## config.mk

```make
export PLATFORM = sky130hd
export DESIGN_NAME = four_ary_min_heap_insert
export DESIGN_NICKNAME = d
export VERILOG_FILES = /design/src/rtl/famh_pkg.sv /design/src/rtl/famh_ctrl.sv /design/src/rtl/famh_datapath.sv /design/src/rtl/four_ary_min_heap_insert.sv
export SDC_FILE = /design/constraint.sdc
export NUM_CORES = 2
export LEC_CHECK = 0
export BUFFER_PORTS_ARGS = -buffer_cell sky130_fd_sc_hd__buf_2
export CORE_MARGIN = 2
export CORE_UTILIZATION = 45
export CTS_CLUSTER_DIAMETER = 100
export DETAILED_ROUTE_END_ITERATION = 6
export PLACE_DENSITY_LB_ADDON = 0.05
export SLEW_MARGIN = 20
export SYNTH_ARGS = -nofsm -noshare
export SYNTH_HDL_FRONTEND = slang
export SYNTH_SLANG_ARGS = --single-unit
```

## constraint.sdc

```tcl
create_clock -name aclk -period 8 [get_ports aclk]
set_clock_uncertainty 0.2 [all_clocks]
set_input_delay 1.6 -clock aclk [delete_from_list [all_inputs] [get_ports aclk]]
set_output_delay 1.6 -clock aclk [all_outputs]
set_load 0.005 [all_outputs]
```

## src/rtl/famh_pkg.sv

```systemverilog
// ============================================================================
// famh_pkg: shared types and constants for the 4-ary min-heap insert block
// Branching factor, status and operation codes, FSM states, control structs.
// ============================================================================
package famh_pkg;

    // Branching factor is fixed at 4; parent index is a decrement and a shift.
    localparam int ARITY_LOG2   = 2;
    localparam int ARITY        = 1 << ARITY_LOG2;
    localparam int CAPACITY_DEF = 64;
    localparam int KEY_W        = 32;

    typedef enum logic {
        OP_INSERT = 1'b0,
        OP_READ   = 1'b1
    } op_t;

    typedef enum logic [1:0] {
        ST_OK         = 2'd0,
        ST_FULL       = 2'd1,
        ST_NOT_FILLED = 2'd2
    } status_t;

    typedef enum logic [1:0] {
        S_IDLE,
        S_SIFT,
        S_RDWAIT,
        S_DONE
    } state_t;

    // Controller -> datapath
    typedef struct packed {
        logic accept;   // latch item, issue first store read
        logic sift;     // one sift-up step (compare, write, next read)
        logic capture;  // take read data as the read result
        logic emit;     // load the output register
    } cmd_t;

    // Datapath -> controller
    typedef struct packed {
        logic full;
        logic idx_ok;
        logic sift_done;
        logic out_free;
    } sts_t;

endpackage

```

## src/rtl/famh_ctrl.sv

```systemverilog
// ============================================================================
// famh_ctrl: sequencing FSM for the heap block
// Steps each item through accept, sift-up or read wait, and result hand-off.
// ============================================================================
module famh_ctrl (
    input  logic             aclk,
    input  logic             aresetn,
    input  logic             s_tvalid,
    input  famh_pkg::op_t    op,
    input  famh_pkg::sts_t   sts,
    output logic             s_tready,
    output famh_pkg::cmd_t   cmd
);

    famh_pkg::state_t state_reg, state_next;

    always_ff @(posedge aclk) begin
        if (!aresetn) begin
            state_reg <= famh_pkg::S_IDLE;
        end else begin
            state_reg <= state_next;
        end
    end

    always_comb begin
        state_next = state_reg;
        cmd        = '0;
        s_tready   = 1'b0;
        case (state_reg)
            famh_pkg::S_IDLE: begin
                s_tready = 1'b1;
                if (s_tvalid) begin
                    cmd.accept = 1'b1;
                    if (op == famh_pkg::OP_INSERT) begin
                        state_next = sts.full ? famh_pkg::S_DONE : famh_pkg::S_SIFT;
                    end else begin
                        state_next = sts.idx_ok ? famh_pkg::S_RDWAIT : famh_pkg::S_DONE;
                    end
                end
            end
            famh_pkg::S_SIFT: begin
                cmd.sift = 1'b1;
                if (sts.sift_done) begin
                    state_next = famh_pkg::S_DONE;
                end
            end
            famh_pkg::S_RDWAIT: begin
                cmd.capture = 1'b1;
                state_next  = famh_pkg::S_DONE;
            end
            famh_pkg::S_DONE: begin
                if (sts.out_free) begin
                    cmd.emit   = 1'b1;
                    state_next = famh_pkg::S_IDLE;
                end
            end
            default: begin
                state_next = famh_pkg::S_IDLE;
            end
        endcase
    end

endmodule

```

## src/rtl/famh_datapath.sv

```systemverilog
// ============================================================================
// famh_datapath: heap store, sift-up hole datapath and result register
// One store write and one registered store read per cycle.
// ============================================================================
module famh_datapath #(
    parameter int CAPACITY = famh_pkg::CAPACITY_DEF
) (
    input  logic                               aclk,
    input  logic                               aresetn,
    input  famh_pkg::cmd_t                     cmd,
    output famh_pkg::sts_t                     sts,
    input  famh_pkg::op_t                      op_in,
    input  logic signed [famh_pkg::KEY_W-1:0]  value_in,
    input  logic [5:0]                         idx_in,
    input  logic                               m_tready,
    output logic                               m_tvalid,
    output logic [71:0]                        m_tdata,
    output logic [1:0]                         m_tuser
);

    localparam int AW   = (CAPACITY > 1) ? $clog2(CAPACITY) : 1;
    localparam int CW   = $clog2(CAPACITY + 1);
    localparam int CMPW = (CW > 6) ? CW : 6;

    logic signed [famh_pkg::KEY_W-1:0] mem [CAPACITY];

    logic signed [famh_pkg::KEY_W-1:0] key_reg;
    logic signed [famh_pkg::KEY_W-1:0] rdata_reg;
    logic signed [famh_pkg::KEY_W-1:0] root_reg;
    logic signed [famh_pkg::KEY_W-1:0] rdval_reg;
    logic [AW-1:0]                     pos_reg;
    logic [CW-1:0]                     fill_reg;
    famh_pkg::status_t                 status_reg;
    logic                              m_tvalid_reg;
    logic [71:0]                       m_tdata_reg;
    logic [1:0]                        m_tuser_reg;

    logic                              full;
    logic                              idx_ok;
    logic                              swap;
    logic [AW-1:0]                     pos_par;
    logic [AW-1:0]                     pos_gpar;
    logic [AW-1:0]                     fill_par;
    logic [AW-1:0]                     rd_addr;
    logic signed [famh_pkg::KEY_W-1:0] wdata;
    logic signed [famh_pkg::KEY_W-1:0] min_now;

    assign full     = (fill_reg == CW'(CAPACITY));
    assign idx_ok   = (CMPW'(idx_in) < CMPW'(fill_reg));
    assign pos_par  = (pos_reg - AW'(1)) >> famh_pkg::ARITY_LOG2;
    assign pos_gpar = (pos_par - AW'(1)) >> famh_pkg::ARITY_LOG2;
    assign fill_par = (AW'(fill_reg) - AW'(1)) >> famh_pkg::ARITY_LOG2;

    // Hole moves up while the new key is strictly below the parent
    assign swap  = (pos_reg != '0) && (key_reg < rdata_reg);
    assign wdata = swap ? rdata_reg : key_reg;

    always_comb begin
        if (cmd.accept) begin
            rd_addr = (op_in == famh_pkg::OP_READ) ? AW'(idx_in) : fill_par;
        end else begin
            rd_addr = pos_gpar;
        end
    end

    assign min_now = (fill_reg != '0) ? root_reg : '0;

    assign sts.full      = full;
    assign sts.idx_ok    = idx_ok;
    assign sts.sift_done = !swap;
    assign sts.out_free  = !m_tvalid_reg || m_tready;

    // Store: write and registered read
    always_ff @(posedge aclk) begin
        if (cmd.sift) begin
            mem[pos_reg] <= wdata;
        end
        rdata_reg <= mem[rd_addr];
    end

    always_ff @(posedge aclk) begin
        if (cmd.accept) begin
            key_reg   <= value_in;
            pos_reg   <= AW'(fill_reg);
            rdval_reg <= '0;
            if (op_in == famh_pkg::OP_INSERT) begin
                status_reg <= full ? famh_pkg::ST_FULL : famh_pkg::ST_OK;
            end else begin
                status_reg <= idx_ok ? famh_pkg::ST_OK : famh_pkg::ST_NOT_FILLED;
            end
        end
        if (cmd.sift) begin
            if (swap) begin
                pos_reg <= pos_par;
            end
            if (pos_reg == '0) begin
                root_reg <= wdata;
            end
        end
        if (cmd.capture) begin
            rdval_reg <= rdata_reg;
        end
        if (cmd.emit) begin
            m_tdata_reg <= {1'b0, 7'(fill_reg), min_now, rdval_reg};
            m_tuser_reg <= status_reg;
        end
    end

    always_ff @(posedge aclk) begin
        if (!aresetn) begin
            fill_reg     <= '0;
            m_tvalid_reg <= 1'b0;
        end else begin
            if (cmd.sift && !swap) begin
                fill_reg <= fill_reg + CW'(1);
            end
            if (cmd.emit) begin
                m_tvalid_reg <= 1'b1;
            end else if (m_tready) begin
                m_tvalid_reg <= 1'b0;
            end
        end
    end

    assign m_tvalid = m_tvalid_reg;
    assign m_tdata  = m_tdata_reg;
    assign m_tuser  = m_tuser_reg;

    // Hole position never runs past the fill count
    a_pos_in_range: assert property (@(posedge aclk) disable iff (!aresetn)
        cmd.sift |-> (CW'(pos_reg) <= fill_reg))
        else $error("sift position beyond fill count");

    a_fill_bound: assert property (@(posedge aclk) disable iff (!aresetn)
        fill_reg <= CW'(CAPACITY))
        else $error("fill count above capacity");

    a_full_drop: assert property (@(posedge aclk) disable iff (!aresetn)
        (cmd.accept && op_in == famh_pkg::OP_INSERT && full) |=> $stable(fill_reg))
        else $error("insert into full store changed fill count");

    a_emit_free: assert property (@(posedge aclk) disable iff (!aresetn)
        cmd.emit |-> (!m_tvalid_reg || m_tready))
        else $error("result loaded over a pending transfer");

endmodule

```

## src/rtl/four_ary_min_heap_insert.sv

```systemverilog
// Path to m_tvalid: accept, then sift steps (insert; the key climbs 0..3 levels at 64
//   entries) or a read wait (read), none if dropped or a bad read; then result load.
// Throughput: one item at a time; the next input transfer is taken the cycle after
//   the result is loaded, even while that result still waits on m_tready.
// The sift-up rate is one tree level per cycle, set by the single store read port.
// Reset (aresetn low, synchronous): fill count and FSM cleared; store not swept.
// ============================================================================
// four_ary_min_heap_insert: 4-ary min-heap with insert and indexed read
// Level-order store; inserts sift up by moving the hole, reads return an entry.
// ============================================================================
module four_ary_min_heap_insert #(
    parameter int CAPACITY = famh_pkg::CAPACITY_DEF
) (
    input  logic        aclk,
    input  logic        aresetn,

    // Input stream
    input  logic        s_tvalid,
    output logic        s_tready,
    input  logic [39:0] s_tdata,   // [31:0] value (signed), [37:32] read_index, rest zero
    input  logic        s_tuser,   // [0] operation: 0 insert, 1 read

    // Result stream
    output logic        m_tvalid,
    input  logic        m_tready,
    output logic [71:0] m_tdata,   // [31:0] read_value, [63:32] min_value,
                                   // [70:64] entry_count, rest zero
    output logic [1:0]  m_tuser    // [1:0] status: 0 ok, 1 full, 2 not filled
);

    famh_pkg::cmd_t cmd;
    famh_pkg::sts_t sts;
    famh_pkg::op_t  op;

    assign op = famh_pkg::op_t'(s_tuser);

    // FSM: accept -> sift steps or read wait -> result hand-off
    famh_ctrl u_ctrl (
        .aclk     (aclk),
        .aresetn  (aresetn),
        .s_tvalid (s_tvalid),
        .op       (op),
        .sts      (sts),
        .s_tready (s_tready),
        .cmd      (cmd)
    );

    // Store, sift-up compare/write, output register
    famh_datapath #(
        .CAPACITY (CAPACITY)
    ) u_datapath (
        .aclk     (aclk),
        .aresetn  (aresetn),
        .cmd      (cmd),
        .sts      (sts),
        .op_in    (op),
        .value_in ($signed(s_tdata[31:0])),
        .idx_in   (s_tdata[37:32]),
        .m_tready (m_tready),
        .m_tvalid (m_tvalid),
        .m_tdata  (m_tdata),
        .m_tuser  (m_tuser)
    );

endmodule
```

==> flow_summary.toml <==
[status]
status = "finished, final reports clean"

[yosys]
synthTopCellsByCount = "edfxtp_1 (2219), nand2_1 (1886), nand3_1 (493)"
synth_ff_type = "edfxtp_1"
syn_nets = 6459
ys_seq_area_share_pct = 76.5
synth_area_leader_cell = "edfxtp_1"
yosysMostFrequentCell = "edfxtp_1"
synth_top_area_share_pct = 75.4
synth_cells = 6372
synth_cell_types = 75
synth_edf_count = 2219
synth.ff_latch_count = 2267
synthArstFlopShare_pct = 0
yosys_warnings = 0
syn_area_mm2 = 0.0884
syn_area_per_cell_um2 = 13.9
synth.area.top_cells = "edfxtp_1 (75%), nand2_1 (8.0%), nand3_1 (2.8%), a31oi_1 (2.1%), mux2i_1 (1.2%)"

[clock_tree]
postCtsSetupBuffers = 0
cts_resized = 0
root_buffer = "clkbuf_16"
holdBufCountCts = 0
cts_tree = "built"
cts_buffer_depth = 3
clk_pin_slew_ps = 60
insertion_delay_ps = 870
numCtsBuffers = 237
cts.sinks = 2267
htreeDepth = 4

[power]
switchingPower_uw = 15600
p_seq_share_pct = 40.4
pwr-share-comb_pct = 33.3
clock_power_share_pct = 26.3
netSwitchingFraction_pct = 38.1
cellLeakagePower_uw = 0.0340
intPower_uw = 25400
power.density_mw_per_mm2 = 407
ir_drop_uv = 357

[worst_setup_path]
start_kind = "flip-flop"
r2r_cells = 11
timing.rr.start = "u_datapath.pos_reg[4]"
path_max_fanout = 67
cp.required_ps = 8490
critPathCaptureType = "flip-flop"
r2r-end = "u_datapath.rdata_reg[23]"
cp.arrival_ps = 6290
critPathKind = "flip-flop to flip-flop"
rrSetupSlack_ps = 2200

[routing]
dr_wl_met2_um = 129000
wl_um = 282000
dr.pass1.iters = 6
route.met3.wl_um = 22400
vias = 55100
met1_length_um = 121000
drtIter0Drc = 6539
vias_per_cell = 5.86
antenna_left = 0
highest-signal-layer = "met5"
wl_per_cell_um = 30.0
route.detailed.drc = 0

[layout]
fin_area_mm2 = 0.101
nNetsFinal = 6647
fill_cells = 16600
largest_register_ffs = 2048
syn_to_final_growth_pct = 13.9
fin_util_pct = 51.6
final_cells = 9398
drive_above_1_share_pct = 12.2

[floorplanning]
fp.dieW_um = 447
initial_core_util_pct = 45.3
rows = 162
fp.dieH_um = 447
dieArea_mm2 = 0.200
ios = 121
coreArea_mm2 = 0.195

[worst_hold_path]
min_to = "u_datapath.m_tdata[6]"
min-delay-start = "u_datapath.rdval_reg[6]"
hold_class = "flip-flop to flip-flop"
holdPathStages = 0

[place]
place_area_mm2 = 0.0931
place.gp.congestion = 0.828
dpl.cell_count = 8944
preCtsSetupSlack_ps = 1480
place_hpwl_um = 158000
port_buffers = 117

[global_routing]
grt-ovfl-total = 0
grt_pass1_wl_um = 395000
antenna_found_initial = 27
grt_max_degree = 138
grt_pass1_vias = 51800
gr-usage-all-layers_pct = 28.1

[sta]
relSlewSlack_pct = 17.8
finalCriticalPeriod_ps = 5800
drv_slew = 0
tns_ps = 0
setup_viol = 0
fin_ws_ps = 2200
fmax_ghz = 0.173
timing.final.crit_share_pct = 72.5
hold_violations = 0
worst_pin_slew_ps = 1230
rsz0062_at_grt = "no"

[run]
cap_violations = 0
-- stage by stage --
stage / hold slack (ps) / power, µW
after floorplan: 200 / 23700
after global placement: 201 / 30200
after detailed placement: 205 / 30400
after CTS: 217 / 41100
after global routing: 212 / 42500
final: 211 / 40900
-- worst max path at each step --
stage	start	endpoint	slack [ps]	cells after the start
after floorplan	m_tready	u_datapath.m_tdata[0]	2380	2
after global placement	s_tvalid	u_datapath.rdata_reg[9]	1500	11
after detailed placement	s_tvalid	u_datapath.rdata_reg[9]	1480	11
after CTS	u_datapath.pos_reg[4]	u_datapath.rdata_reg[19]	2350	11
after global routing	s_tvalid	u_datapath.rdata_reg[9]	2130	11
final	u_datapath.pos_reg[4]	u_datapath.rdata_reg[23]	2200	11
-- final cells by class --
type / instances / area, µm² / share of cell area (%)
Multi-Input combinational cell: 3673 / 19500 / 19.4
Antenna cell: 12 / 30.0 / 0.0298
Sequential cell: 2267 / 67600 / 67.1
Tap cell: 2624 / 3280 / 3.26
Clock buffer: 313 / 6380 / 6.34
Timing Repair Buffer: 338 / 2500 / 2.48
Inverter: 43 / 161 / 0.160
Clock inverter: 128 / 1180 / 1.18
-- power groups by stage --
stage               clock network [µW]  logic (µW)  registers, µW
floorplan                            0        7140          16600
CTS                              11000       13600          16500
detailed placement                   0       13600          16800
global route                     11400       14500          16600
global placement                     0       13400          16800
finish                           10800       13600          16500
-- worst max-delay path, cell delays in order (launching register included) --
cell and delay [ps]:
dfxtp_1 760, or3_1 860, nor3_1 230, nand2_1 380
buf_12 250, nand2_8 380, nor2_4 670, buf_12 380
a31oi_1 140, and3_1 220, a31oi_1 760, a31oi_1 170
-- logic make-up (layout without fill, tap and decap cells) --
group	Yosys count	after routing	share of synthesized area, %
other cells	1	13	0.00424
flops	2267	2267	76.5
compound gates	679	679	5.43
fa+ha+maj	42	42	0.595
xor+xnor	4	4	0.0396
simple gates	2810	2810	13.7
buf+inv	432	822	2.19
mux	137	137	1.60
-- layer usage --
layer | up-vias | track usage (%)
met5 | - | 0
met4 | 2 | 9.43
met3 | 381 | 4.98
met2 | 2172 | 43.4
met1 | 28400 | 40.2
li1 | 24100 | -
-- layout by cell type (no fill, tap or decap), types with 18 or more instances in the layout --
cell type  count
mux2i_1      105
a31oi_1      295
a22oi_1       46
edfxtp_1    2219
buf_12        20
clkinv_1      50
buf_4        200
clkbuf_1      63
nand2_1     1884
inv_1         42
a211oi_1      22
a21oi_1       79
and3_1        86
mux2_2        32
clkbuf_16    240
clkinv_2      38
nor2b_1       40
a32oi_1       65
nand4_1      122
dfxtp_1       48
nand3_1      492
nor2_4        70
and2_1        33
bufinv_16     18
buf_2        117
ha_1          42
No activity file was read; power rests on OpenSTA's default activity.
